File: src/design/hcbd_pkg.sv
// Shared constants, types and helper functions for the HTTP chunked body decoder.
// Used by the channel interfaces and by the top level; depends on nothing.
`timescale 1ns / 1ps

package hcbd_pkg;

	localparam int unsigned BYTE_W         = 8;
	localparam int unsigned COUNT_OUT_W    = 32;
	localparam int unsigned CHUNK_W        = 32;
	localparam int unsigned HEX_DIGIT_BITS = 4;
	localparam int unsigned COUNT_WIDTH_DEF = 32;

	localparam logic [BYTE_W-1:0] CH_CR   = 8'd13;
	localparam logic [BYTE_W-1:0] CH_LF   = 8'd10;
	localparam logic [BYTE_W-1:0] CH_SEMI = 8'd59;

	typedef struct packed {
		logic                      ok;
		logic [HEX_DIGIT_BITS-1:0] val;
	} hex_t;

	function automatic hex_t hex_decode(input logic [BYTE_W-1:0] b);
		hex_t r;
		r.ok  = 1'b0;
		r.val = '0;
		if (b >= 8'd48 && b <= 8'd57) begin
			r.ok  = 1'b1;
			r.val = HEX_DIGIT_BITS'(b - 8'd48);
		end else if (b >= 8'd97 && b <= 8'd102) begin
			r.ok  = 1'b1;
			r.val = HEX_DIGIT_BITS'(b - 8'd87);
		end else if (b >= 8'd65 && b <= 8'd70) begin
			r.ok  = 1'b1;
			r.val = HEX_DIGIT_BITS'(b - 8'd55);
		end
		return r;
	endfunction

endpackage

File: src/design/hcbd_ifs.sv
// Valid/ready channel interfaces for the decoder: the received byte stream and the
// decoded body result stream. Depends on hcbd_pkg for field widths.
`timescale 1ns / 1ps

interface hcbd_in_if;
	import hcbd_pkg::*;

	logic              valid;
	logic              ready;
	logic [BYTE_W-1:0] data_byte;

	modport source (output valid, output data_byte, input ready);
	modport sink   (input valid, input data_byte, output ready);
endinterface

interface hcbd_out_if;
	import hcbd_pkg::*;

	logic                   valid;
	logic                   ready;
	logic [BYTE_W-1:0]      payload_byte;
	logic                   payload_valid;
	logic                   transfer_done;
	logic                   protocol_error;
	logic [COUNT_OUT_W-1:0] content_count;

	modport source (output valid, output payload_byte, output payload_valid,
		output transfer_done, output protocol_error, output content_count, input ready);
	modport sink   (input valid, input payload_byte, input payload_valid,
		input transfer_done, input protocol_error, input content_count, output ready);
endinterface

File: src/design/http_chunked_body_decoder.sv
// HTTP response body decoder: header skip, plain pass-through and chunked decoding.
// Depends on hcbd_pkg and on the channel interfaces in hcbd_ifs.sv.
//
// Usage: response bytes enter on the stream channel, one byte per transaction. For every
// byte exactly one result transaction leaves on the body channel. It carries the byte with
// payload_valid set when the byte is body content (else zero with payload_valid clear),
// the transfer_done and protocol_error flags, and the saturating count of delivered bytes.
// The user must write the chunked_mode register through cfg_we/cfg_wdata only while
// the block is idle (not enforced); it is sampled at the end of the header CR LF CR LF.
// Stream bytes enter the input register; the parse update then writes the result register,
// which drives body. Throughput is one byte per cycle while body.ready is high, because
// each byte needs only one small update of the parse state between those two registers.
// When the receiver stalls, the result register holds and the input register still
// takes one more byte; then stream.ready drops until body.ready returns.
// Reset clears the parse state, the counter and chunked_mode and empties both registers;
// the block takes input as soon as reset is released.
`timescale 1ns / 1ps

module http_chunked_body_decoder #(
	parameter int unsigned COUNT_WIDTH = hcbd_pkg::COUNT_WIDTH_DEF
) (
	input  logic clk,
	input  logic arst_n,
	input  logic cfg_we,
	input  logic cfg_wdata,
	hcbd_in_if.sink    stream,
	hcbd_out_if.source body
);
	import hcbd_pkg::*;

	typedef enum logic [2:0] {
		PH_HEADER,
		PH_PLAIN,
		PH_SIZE,
		PH_DATA,
		PH_CRLF,
		PH_DONE,
		PH_ERROR
	} phase_t;

	logic chunked_mode_q;

	logic              valid_s1;
	logic [BYTE_W-1:0] byte_s1;

	phase_t             phase_q, phase_d;
	logic [1:0]         hdr_q, hdr_d;
	logic [CHUNK_W-1:0] chunk_q, chunk_d;
	logic               digit_q, digit_d;
	logic               ext_q, ext_d;
	logic               cr_q, cr_d;
	logic [COUNT_WIDTH-1:0] cnt_q, cnt_d;

	logic              valid_s2;
	logic [BYTE_W-1:0] payload_byte_s2;
	logic              payload_valid_s2;
	logic              done_s2;
	logic              error_s2;

	logic deliver;
	logic advance;
	logic fire;
	logic in_take;
	hex_t hv;
	logic [63:0] cnt_ext;

	assign advance      = !valid_s2 || body.ready;
	assign stream.ready = !valid_s1 || advance;
	assign in_take      = stream.valid && stream.ready;
	assign fire         = valid_s1 && advance;

	always_ff @(posedge clk or negedge arst_n) begin
		if (!arst_n) begin
			chunked_mode_q <= 1'b0;
			valid_s1       <= 1'b0;
		end else begin
			if (cfg_we) begin
				chunked_mode_q <= cfg_wdata;
			end
			if (in_take) begin
				valid_s1 <= 1'b1;
			end else if (advance) begin
				valid_s1 <= 1'b0;
			end
		end
	end

	always_ff @(posedge clk) begin
		if (in_take) begin
			byte_s1 <= stream.data_byte;
		end
	end

	assign hv = hex_decode(byte_s1);

	always_comb begin
		phase_d = phase_q;
		hdr_d   = hdr_q;
		chunk_d = chunk_q;
		digit_d = digit_q;
		ext_d   = ext_q;
		cr_d    = cr_q;
		deliver = 1'b0;
		unique case (phase_q) inside
			PH_HEADER: begin
				if (byte_s1 == (hdr_q[0] ? CH_LF : CH_CR)) begin
					if (hdr_q == 2'd3) begin
						hdr_d = 2'd0;
						if (chunked_mode_q) begin
							phase_d = PH_SIZE;
							chunk_d = '0;
							digit_d = 1'b0;
							ext_d   = 1'b0;
							cr_d    = 1'b0;
						end else begin
							phase_d = PH_PLAIN;
						end
					end else begin
						hdr_d = hdr_q + 2'd1;
					end
				end else begin
					hdr_d = (byte_s1 == CH_CR) ? 2'd1 : 2'd0;
				end
			end
			PH_PLAIN: begin
				deliver = 1'b1;
			end
			PH_SIZE: begin
				if (cr_q) begin
					if (byte_s1 != CH_LF || !digit_q) begin
						phase_d = PH_ERROR;
					end else begin
						cr_d    = 1'b0;
						ext_d   = 1'b0;
						phase_d = (chunk_q == '0) ? PH_DONE : PH_DATA;
					end
				end else if (byte_s1 == CH_CR) begin
					cr_d = 1'b1;
				end else if (ext_q) begin
					ext_d = 1'b1;
				end else if (byte_s1 == CH_SEMI) begin
					ext_d = 1'b1;
				end else if (!hv.ok || chunk_q[CHUNK_W-1 -: HEX_DIGIT_BITS] != '0) begin
					// Another digit while the top nibble is non-zero would overflow the 32-bit size.
					phase_d = PH_ERROR;
				end else begin
					chunk_d = {chunk_q[CHUNK_W-HEX_DIGIT_BITS-1:0], hv.val};
					digit_d = 1'b1;
				end
			end
			PH_DATA: begin
				deliver = 1'b1;
				chunk_d = chunk_q - CHUNK_W'(1);
				if (chunk_q == CHUNK_W'(1)) begin
					phase_d = PH_CRLF;
					cr_d    = 1'b0;
				end
			end
			PH_CRLF: begin
				if (!cr_q) begin
					if (byte_s1 == CH_CR) begin
						cr_d = 1'b1;
					end else begin
						phase_d = PH_ERROR;
					end
				end else if (byte_s1 == CH_LF) begin
					phase_d = PH_SIZE;
					chunk_d = '0;
					digit_d = 1'b0;
					ext_d   = 1'b0;
					cr_d    = 1'b0;
				end else begin
					phase_d = PH_ERROR;
				end
			end
			PH_DONE, PH_ERROR: begin
				phase_d = phase_q;
			end
			default: begin
				phase_d = PH_ERROR;
			end
		endcase
		cnt_d = (deliver && cnt_q != '1) ? cnt_q + COUNT_WIDTH'(1) : cnt_q;
	end

	always_ff @(posedge clk or negedge arst_n) begin
		if (!arst_n) begin
			phase_q          <= PH_HEADER;
			hdr_q            <= 2'd0;
			chunk_q          <= '0;
			digit_q          <= 1'b0;
			ext_q            <= 1'b0;
			cr_q             <= 1'b0;
			cnt_q            <= '0;
			valid_s2         <= 1'b0;
			payload_valid_s2 <= 1'b0;
			done_s2          <= 1'b0;
			error_s2         <= 1'b0;
			payload_byte_s2  <= '0;
		end else begin
			if (fire) begin
				phase_q          <= phase_d;
				hdr_q            <= hdr_d;
				chunk_q          <= chunk_d;
				digit_q          <= digit_d;
				ext_q            <= ext_d;
				cr_q             <= cr_d;
				cnt_q            <= cnt_d;
				valid_s2         <= 1'b1;
				payload_valid_s2 <= deliver;
				payload_byte_s2  <= deliver ? byte_s1 : '0;
				done_s2          <= (phase_d == PH_DONE);
				error_s2         <= (phase_d == PH_ERROR);
			end else if (body.ready) begin
				valid_s2 <= 1'b0;
			end
		end
	end

	// The count register is updated together with the result, so it already matches it.
	assign cnt_ext = 64'(cnt_q);

	assign body.valid          = valid_s2;
	assign body.payload_byte   = payload_byte_s2;
	assign body.payload_valid  = payload_valid_s2;
	assign body.transfer_done  = done_s2;
	assign body.protocol_error = error_s2;
	assign body.content_count  = cnt_ext[COUNT_OUT_W-1:0];

	a_deliver_excl: assert property (@(posedge clk) disable iff (!arst_n)
		valid_s2 && payload_valid_s2 |-> !done_s2 && !error_s2)
		else $error("body byte delivered together with a done or error flag");

	a_done_error_excl: assert property (@(posedge clk) disable iff (!arst_n)
		!(done_s2 && error_s2))
		else $error("transfer_done and protocol_error both set");

	a_error_sticky: assert property (@(posedge clk) disable iff (!arst_n)
		phase_q == PH_ERROR |=> phase_q == PH_ERROR)
		else $error("error phase left");

	a_done_sticky: assert property (@(posedge clk) disable iff (!arst_n)
		phase_q == PH_DONE |=> phase_q == PH_DONE)
		else $error("done phase left");

	a_data_nonzero: assert property (@(posedge clk) disable iff (!arst_n)
		phase_q == PH_DATA |-> chunk_q != '0)
		else $error("data phase with no bytes left in the chunk");

endmodule
File: src/flat_wrapper.sv
// flat-port wrapper written by rule: the top's interface ports become plain ports
module http_chunked_body_decoder_flat import hcbd_pkg::*;
#(
	parameter int unsigned COUNT_WIDTH = hcbd_pkg::COUNT_WIDTH_DEF
)
  (clk, arst_n, cfg_we, cfg_wdata, stream_valid, stream_data_byte, stream_ready, body_valid, body_payload_byte, body_payload_valid, body_transfer_done, body_protocol_error, body_content_count, body_ready);
  hcbd_in_if stream_i ();
  hcbd_out_if body_i ();
  input  logic clk;
  input  logic arst_n;
  input  logic cfg_we;
  input  logic cfg_wdata;
  input wire logic [$bits(stream_i.valid)-1:0] stream_valid;
  input wire logic [$bits(stream_i.data_byte)-1:0] stream_data_byte;
  output wire logic [$bits(stream_i.ready)-1:0] stream_ready;
  output wire logic [$bits(body_i.valid)-1:0] body_valid;
  output wire logic [$bits(body_i.payload_byte)-1:0] body_payload_byte;
  output wire logic [$bits(body_i.payload_valid)-1:0] body_payload_valid;
  output wire logic [$bits(body_i.transfer_done)-1:0] body_transfer_done;
  output wire logic [$bits(body_i.protocol_error)-1:0] body_protocol_error;
  output wire logic [$bits(body_i.content_count)-1:0] body_content_count;
  input wire logic [$bits(body_i.ready)-1:0] body_ready;
  assign stream_i.valid = stream_valid;
  assign stream_i.data_byte = stream_data_byte;
  assign stream_ready = stream_i.ready;
  assign body_valid = body_i.valid;
  assign body_payload_byte = body_i.payload_byte;
  assign body_payload_valid = body_i.payload_valid;
  assign body_transfer_done = body_i.transfer_done;
  assign body_protocol_error = body_i.protocol_error;
  assign body_content_count = body_i.content_count;
  assign body_i.ready = body_ready;
  http_chunked_body_decoder #(.COUNT_WIDTH(COUNT_WIDTH)) u_core (.clk(clk), .arst_n(arst_n), .cfg_we(cfg_we), .cfg_wdata(cfg_wdata), .stream(stream_i), .body(body_i));
endmodule
File: config.mk
export PLATFORM = sky130hd
export DESIGN_NAME = http_chunked_body_decoder_flat
export DESIGN_NICKNAME = d
export VERILOG_FILES = /design/src/design/hcbd_pkg.sv /design/src/design/hcbd_ifs.sv /design/src/design/http_chunked_body_decoder.sv /design/src/flat_wrapper.sv
export SDC_FILE = /design/constraint.sdc
export NUM_CORES = 1
export LEC_CHECK = 0
export BUFFER_PORTS_ARGS = -buffer_cell sky130_fd_sc_hd__buf_2
export CORE_MARGIN = 4
export CORE_UTILIZATION = 60
export CTS_CLUSTER_SIZE = 25
export DETAILED_ROUTE_END_ITERATION = 12
export PLACE_DENSITY = 0.85
export REMOVE_ABC_BUFFERS = 1
export SLEW_MARGIN = 20
export SYNTH_ARGS = -nofsm -noshare
export SYNTH_HDL_FRONTEND = slang
export SYNTH_SLANG_ARGS = --single-unit
File: constraint.sdc
create_clock -name clk -period 5.23 [get_ports clk]
set_input_delay 1.046 -clock clk [delete_from_list [all_inputs] [get_ports clk]]
set_output_delay 1.046 -clock clk [all_outputs]
set_load 0.03 [all_outputs]
==> metrics.cfg, run 1 <==
[routing]
drt_iter0_drc = 335
dr_wl_met2_um = 6250
postRouteAntennaNets = 0
via_per_inst = 6.59
drt-total-wl_um = 12800
via_count = 4557
routed.top_layer = met4
drc = 0
wl_per_cell_um = 18.5
firstDrtPassIters = 5
m1WireLength_um = 5650
wl_met3_um = 799

[clock_tree]
clkLatencyLatePin_ps = 370
post_cts_buffers = 0
ctsHoldBuffers = 0
cts_tree = built
cts_sinks = 94
clk_pin_slew_ps = 100
root_buffer = clkbuf_8
cts_buffers = 9
cts-resized-gates = 0
cts_max_level = 3
clock_path_buffers = 2

[grt]
antenna_found_initial = 0
grt_max_degree = 87
grt_pass1_wl_um = 21900
global_route.usage.total = 0.261
grt.overflow.total = 0
grt_pass1_vias = 4471

[floorplan]
die_h_um = 102
ios = 59
die_x_um = 102
start_util = 0.627
core_um2 = 8380
fp.dieArea_um2 = 10300
rows = 33

[pwr]
p_leak_nw = 2.58
vdd_drop_max_mv = 0.191
power_density_nw_per_um2 = 291
finalPower_w = 0.00168

[job]
maxCapViolCount = 0

[worst_hold_path]
hold_path_end = u_core.body.protocol_error$_DFFE_PN0P_
worstHoldPathCells = 2
worstHoldStart = u_core.body.protocol_error$_DFFE_PN0P_
hp-class = reg -> reg

[final_layout]
drive_above_1_share = 0.169
diodes = 0
multi_input_area_um2 = 2680
finish.instance_area_um2 = 5770
final_common_cell = dfrtp_1
num-fill-cells = 633
final_cell_mix = dfrtp_1, buf_2, nor2_1
fin_nets = 604
seq_area_um2 = 2390
final_core_utilization = 0.689
area_growth_pct = 9.83

[sta]
clock.fmax_ghz = 0.316
fin_setup_tns_ps = 0
finalClockSkew_ps = 18.3
finalSetupViolCount = 0
rsz0062_at_grt = no
post-route-period-util = 0.606
period_minus_slack_ps = 3170
worstMarginPinSlew_ps = 1050
slew_viol_final = 0
hold_viol_final = 0
maxSlewHeadroom = 0.297
whs_ps = 488

[status]
status = complete, no violations

[logic_synthesis]
ys_seq_area_frac = 0.455
ys_ff_latch = 94
synthesis.area_um2 = 5260
yosysWarnings = 0
async_flop_share = 0.915
synthCells = 539
synth_flop_cell = dfrtp_1
synthDistinctLibCells = 72
synth_edf_count = 8
synth_area_per_cell_um2 = 9.75

[placement]
io_buffers = 58
gp_congestion = 0.900
dpl.hpwl_um = 8660
placed_area_um2 = 5560

[worst_setup_path]
endpoint_kind = flip-flop
worstPathRequired_ps = 5450
r2r_cells = 6
start_kind = input port
cp_max_fo = 27
cp_data_arrival_time_ps = 3390
r2r_start = u_core.byte_s1[2]$_DFFE_PP_
critPathKind = in -> reg
r2r-end = u_core.chunk_q[6]$_DFFE_PN0P_
timing.reg2reg.setup_slack_ps = 2110

worst max path at each step:
| stage | startpoint | to | slack (ps) |
|---|---|---|---|
| final | body_ready | u_core.chunk_q[6]$_DFFE_PN0P_ | 2060 |
| after global routing | body_ready | u_core.chunk_q[9]$_DFFE_PN0P_ | 1820 |
| after CTS | body_ready | u_core.chunk_q[14]$_DFFE_PN0P_ | 2110 |
| after detailed placement | body_ready | u_core.chunk_q[14]$_DFFE_PN0P_ | 1740 |
| after global placement | body_ready | u_core.chunk_q[14]$_DFFE_PN0P_ | 1910 |
| after floorplan | u_core.phase_q[2]$_DFFE_PN0P_ | u_core.chunk_q[0]$_DFFE_PN0P_ | 1660 |
cell usage after synthesis, drive strengths merged, types with 8 or more instances:
| cell type | count | area (µm²) |
|---|---|---|
| xor2 | 13 | 114 |
| clkbuf | 17 | 63.8 |
| nor4 | 12 | 140 |
| o21ai | 32 | 164 |
| nand3 | 26 | 130 |
| o31ai | 26 | 200 |
| nand4 | 8 | 50.1 |
| ha | 8 | 100 |
| inv | 13 | 48.8 |
| nor2 | 45 | 169 |
| dfrtp | 86 | 2150 |
| nand2b | 8 | 50.1 |
| a32oi | 9 | 78.8 |
| nor3 | 20 | 110 |
| xnor2 | 21 | 184 |
| a21oi | 25 | 125 |
| buf | 11 | 77.6 |
| a22oi | 13 | 97.6 |
| edfxtp | 8 | 240 |
| nand2 | 35 | 134 |
| and3 | 9 | 56.3 |
power breakdown:
| group | leakage [nW] | switching, W | internal, W |
|---|---|---|---|
| Clock | 0.104 | 0.000287 | 0.000232 |
| Sequential | 1.24 | 0.0000463 | 0.000760 |
| Combinational | 1.24 | 0.000247 | 0.000106 |
| Total | 2.58 | 0.000580 | 0.00110 |
cell families after synthesis:
family,synth area share
simple gates,0.220
compound gates,0.200
buf+inv,0.0362
xor+xnor,0.0566
fa+ha+maj,0.0190
mux,0.0126
flops,0.455
worst max-delay path: stages:
cell	delay, ps
buf_2	80
nand2b_1	150
nand2_1	420
a211oi_2	380
nand2_1	660
o31ai_1	520
o21ai_1	120
state kept, by name, indices dropped and copies added, names as in the netlist:
| register | cells |
|---|---|
| u_core.chunked_mode_q | 1 |
| u_core.body.payload_byte | 8 |
| u_core.cr_q | 1 |
| u_core.phase_q | 3 |
| u_core.valid_s1 | 1 |
| u_core.chunk_q | 32 |
| u_core.ext_q | 1 |
| u_core.digit_q | 1 |
| u_core.body.transfer_done | 1 |
| u_core.body.payload_valid | 1 |
| u_core.body.valid | 1 |
| u_core.body.protocol_error | 1 |
| u_core.body.content_count | 32 |
| u_core.hdr_q | 2 |
| u_core.byte_s1 | 8 |
per-stage QoR:
step	worst slack (ps)	cells
floorplan	1660	511
global placement	1910	676
detailed placement	1740	676
CTS	2110	692
global route	1820	692
finish	2060	692
cell type report:
| class | count | share of cell area |
|---|---|---|
| clock buffers | 9 | 0.0215 |
| flip-flops and latches | 94 | 0.414 |
| well taps | 105 | 0.0228 |
| multi-input cells | 404 | 0.464 |
| inverters | 13 | 0.00845 |
| clock inverters | 7 | 0.0150 |
| repair buffers | 60 | 0.0540 |
metal layers:
layer,up-vias,global-route usage
li1,2113,-
met1,2230,0.370
met2,198,0.411
met3,16,0.0455
met4,0,0.0818
met5,-,0
Note: power is estimated with default switching activity, not from simulation.
==> run 2, diff against run 1 <==
Settings changed: CORE_UTILIZATION 60 to 59, PLACE_DENSITY 0.85 to 0.84.
Clock period 5.23 ns to 3.2 ns, I/O delays scaled along.
==> run 2 against run 1 <==
Against the previous run: sequential share of layout area fell by 0.44 points; sequential power increased by 64%; first-iteration DRC count increased by 11%; flip-flop and latch count unchanged; register-to-register slack lost 1900 ps; critical path depth rose by 1; clock skew is 5.4 ps lower; cell count up 2.0%; combinational power rose by 67%; highest routed layer unchanged.
==> metrics.cfg, run 2 (synthesis results as in run 1) <==
[placement]
dp_slack_ps = 418
dp.cells = 690
dpl.hpwl_um = 8770
gp_congestion = 0.940
io_buffers = 58
placed_area_um2 = 5650

[grt]
grt_pass1_wl_um = 20700
global_route.usage.total = 0.244
antenna_found_initial = 0
grt_pass1_vias = 4304
grt_max_degree = 35
grt.overflow.total = 0

[worst_setup_path]
endpoint_kind = flip-flop
cp_max_fo = 27
critical_path.slowest_cell = o21a_1
cp_cell_sequence = inv_1 > ha_1 > o21bai_1 > a21oi_1 > a31oi_1 > o21a_1 > o31ai_1 > o21ai_1
r2r_cells = 8
cp_top_family = compound AO/OA/AOI/OAI gates
path_buf_inv = 1
cp_data_arrival_time_ps = 3250
r2r_start = u_core.byte_s1[0]$_DFFE_PP_
timing.reg2reg.setup_slack_ps = 230
cp_slowest_stage_delay_ps = 890
worstPathRequired_ps = 3480
start_kind = flip-flop
critPathKind = reg -> reg
r2r-end = u_core.chunk_q[10]$_DFFE_PN0P_

[sta]
finalClockSkew_ps = 12.9
period_minus_slack_ps = 2970
worstMarginPinSlew_ps = 1020
clock.fmax_ghz = 0.337
post-route-period-util = 0.928
fin_ws_ps = 230
maxSlewHeadroom = 0.319
rsz0062_at_grt = no
slew_viol_final = 0
hold_viol_final = 0
finalSetupViolCount = 0

[floorplan]
fp.dieArea_um2 = 10500
start_util = 0.606
ios = 59
core_um2 = 8680
die_h_um = 102
die_x_um = 102
rows = 34

[final_layout]
final_cell_mix = dfrtp_1, buf_2, nor2_1
drive_above_1_share = 0.184
final_core_utilization = 0.672
fin_cells = 706
final_common_cell = dfrtp_1
diodes = 0
area_growth_pct = 11.0
finish.instance_area_um2 = 5840
fin_nets = 615

[pwr]
vdd_drop_max_mv = 0.290
p_leak_nw = 2.63
power_density_nw_per_um2 = 459
finalPower_w = 0.00268

[status]
status = complete, no violations

[routing]
postRouteAntennaNets = 0
drt_iter0_drc = 372
via_count = 4578
drt-total-wl_um = 12300
firstDrtPassIters = 5
via_per_inst = 6.48
drc = 0
wl_per_cell_um = 17.5

[clock_tree]
cts_buffers = 9
cts_max_level = 3
clkLatencyLatePin_ps = 360
cts_sinks = 94
post_cts_buffers = 0
ctsHoldBuffers = 0
clock_path_buffers = 2
cts_tree = built
root_buffer = clkbuf_8
cts-resized-gates = 0
clk_pin_slew_ps = 100

[job]
maxCapViolCount = 0

[worst_hold_path]
hp-class = in -> async

==> run 2: cell types whose count changed in the layout (fill, tap and decap cells not counted), sizes merged <==
cell | before | now
bufinv | 1 | 0
clkinvlp | 1 | 0
inv | 17 | 18
clkinv | 1 | 2
buf | 60 | 71
==> run 2: worst max path at each step <==
stage | startpoint | to | slack (ps) | cells past startpoint
CTS | u_core.byte_s1[0]$_DFFE_PP_ | u_core.chunk_q[6]$_DFFE_PN0P_ | 370 | 8
finish | u_core.byte_s1[0]$_DFFE_PP_ | u_core.chunk_q[10]$_DFFE_PN0P_ | 230 | 8
detailed placement | u_core.byte_s1[0]$_DFFE_PP_ | u_core.chunk_q[4]$_DFFE_PN0P_ | 420 | 8
global placement | u_core.byte_s1[1]$_DFFE_PP_ | u_core.chunk_q[4]$_DFFE_PN0P_ | 550 | 8
global route | u_core.byte_s1[0]$_DFFE_PP_ | u_core.chunk_q[6]$_DFFE_PN0P_ | 60 | 8
floorplan | u_core.phase_q[2]$_DFFE_PN0P_ | u_core.chunk_q[0]$_DFFE_PN0P_ | -370 | 4
==> run 2: layout make-up <==
class                           count  area, µm²
Clock buffer                        9        124
Multi-Input combinational cell    404       2680
Tap cell                          108        135
Fill cell                         700       2840
Timing Repair Buffer               71        390
Clock inverter                      7       65.1
Inverter                           13       48.8
Sequential cell                    94       2390
==> run 2: per-layer routing <==
metal / share of wire / global-route usage / vias to the layer above
met3: 0.066 / 0.0362 / 19
met4: 0.018 / 0.0898 / 0
met5: 0 / 0 / -
met1: 0.43 / 0.340 / 2217
met2: 0.49 / 0.390 / 204
li1: - / - / 2138
==> run 2: metrics by stage <==
stage	hold WS, ps	setup TNS, ps
3_3_place_gp	455	0
6_report	218	0
2_1_floorplan	344	-7310
4_1_cts	225	0
3_5_place_dp	458	0
5_1_grt	244	0
==> run 2: report_power, final <==
group | switching (W) | internal, W
clock network | 0.000467 | 0.000305
logic | 0.000397 | 0.000193
registers | 0.0000765 | 0.00124
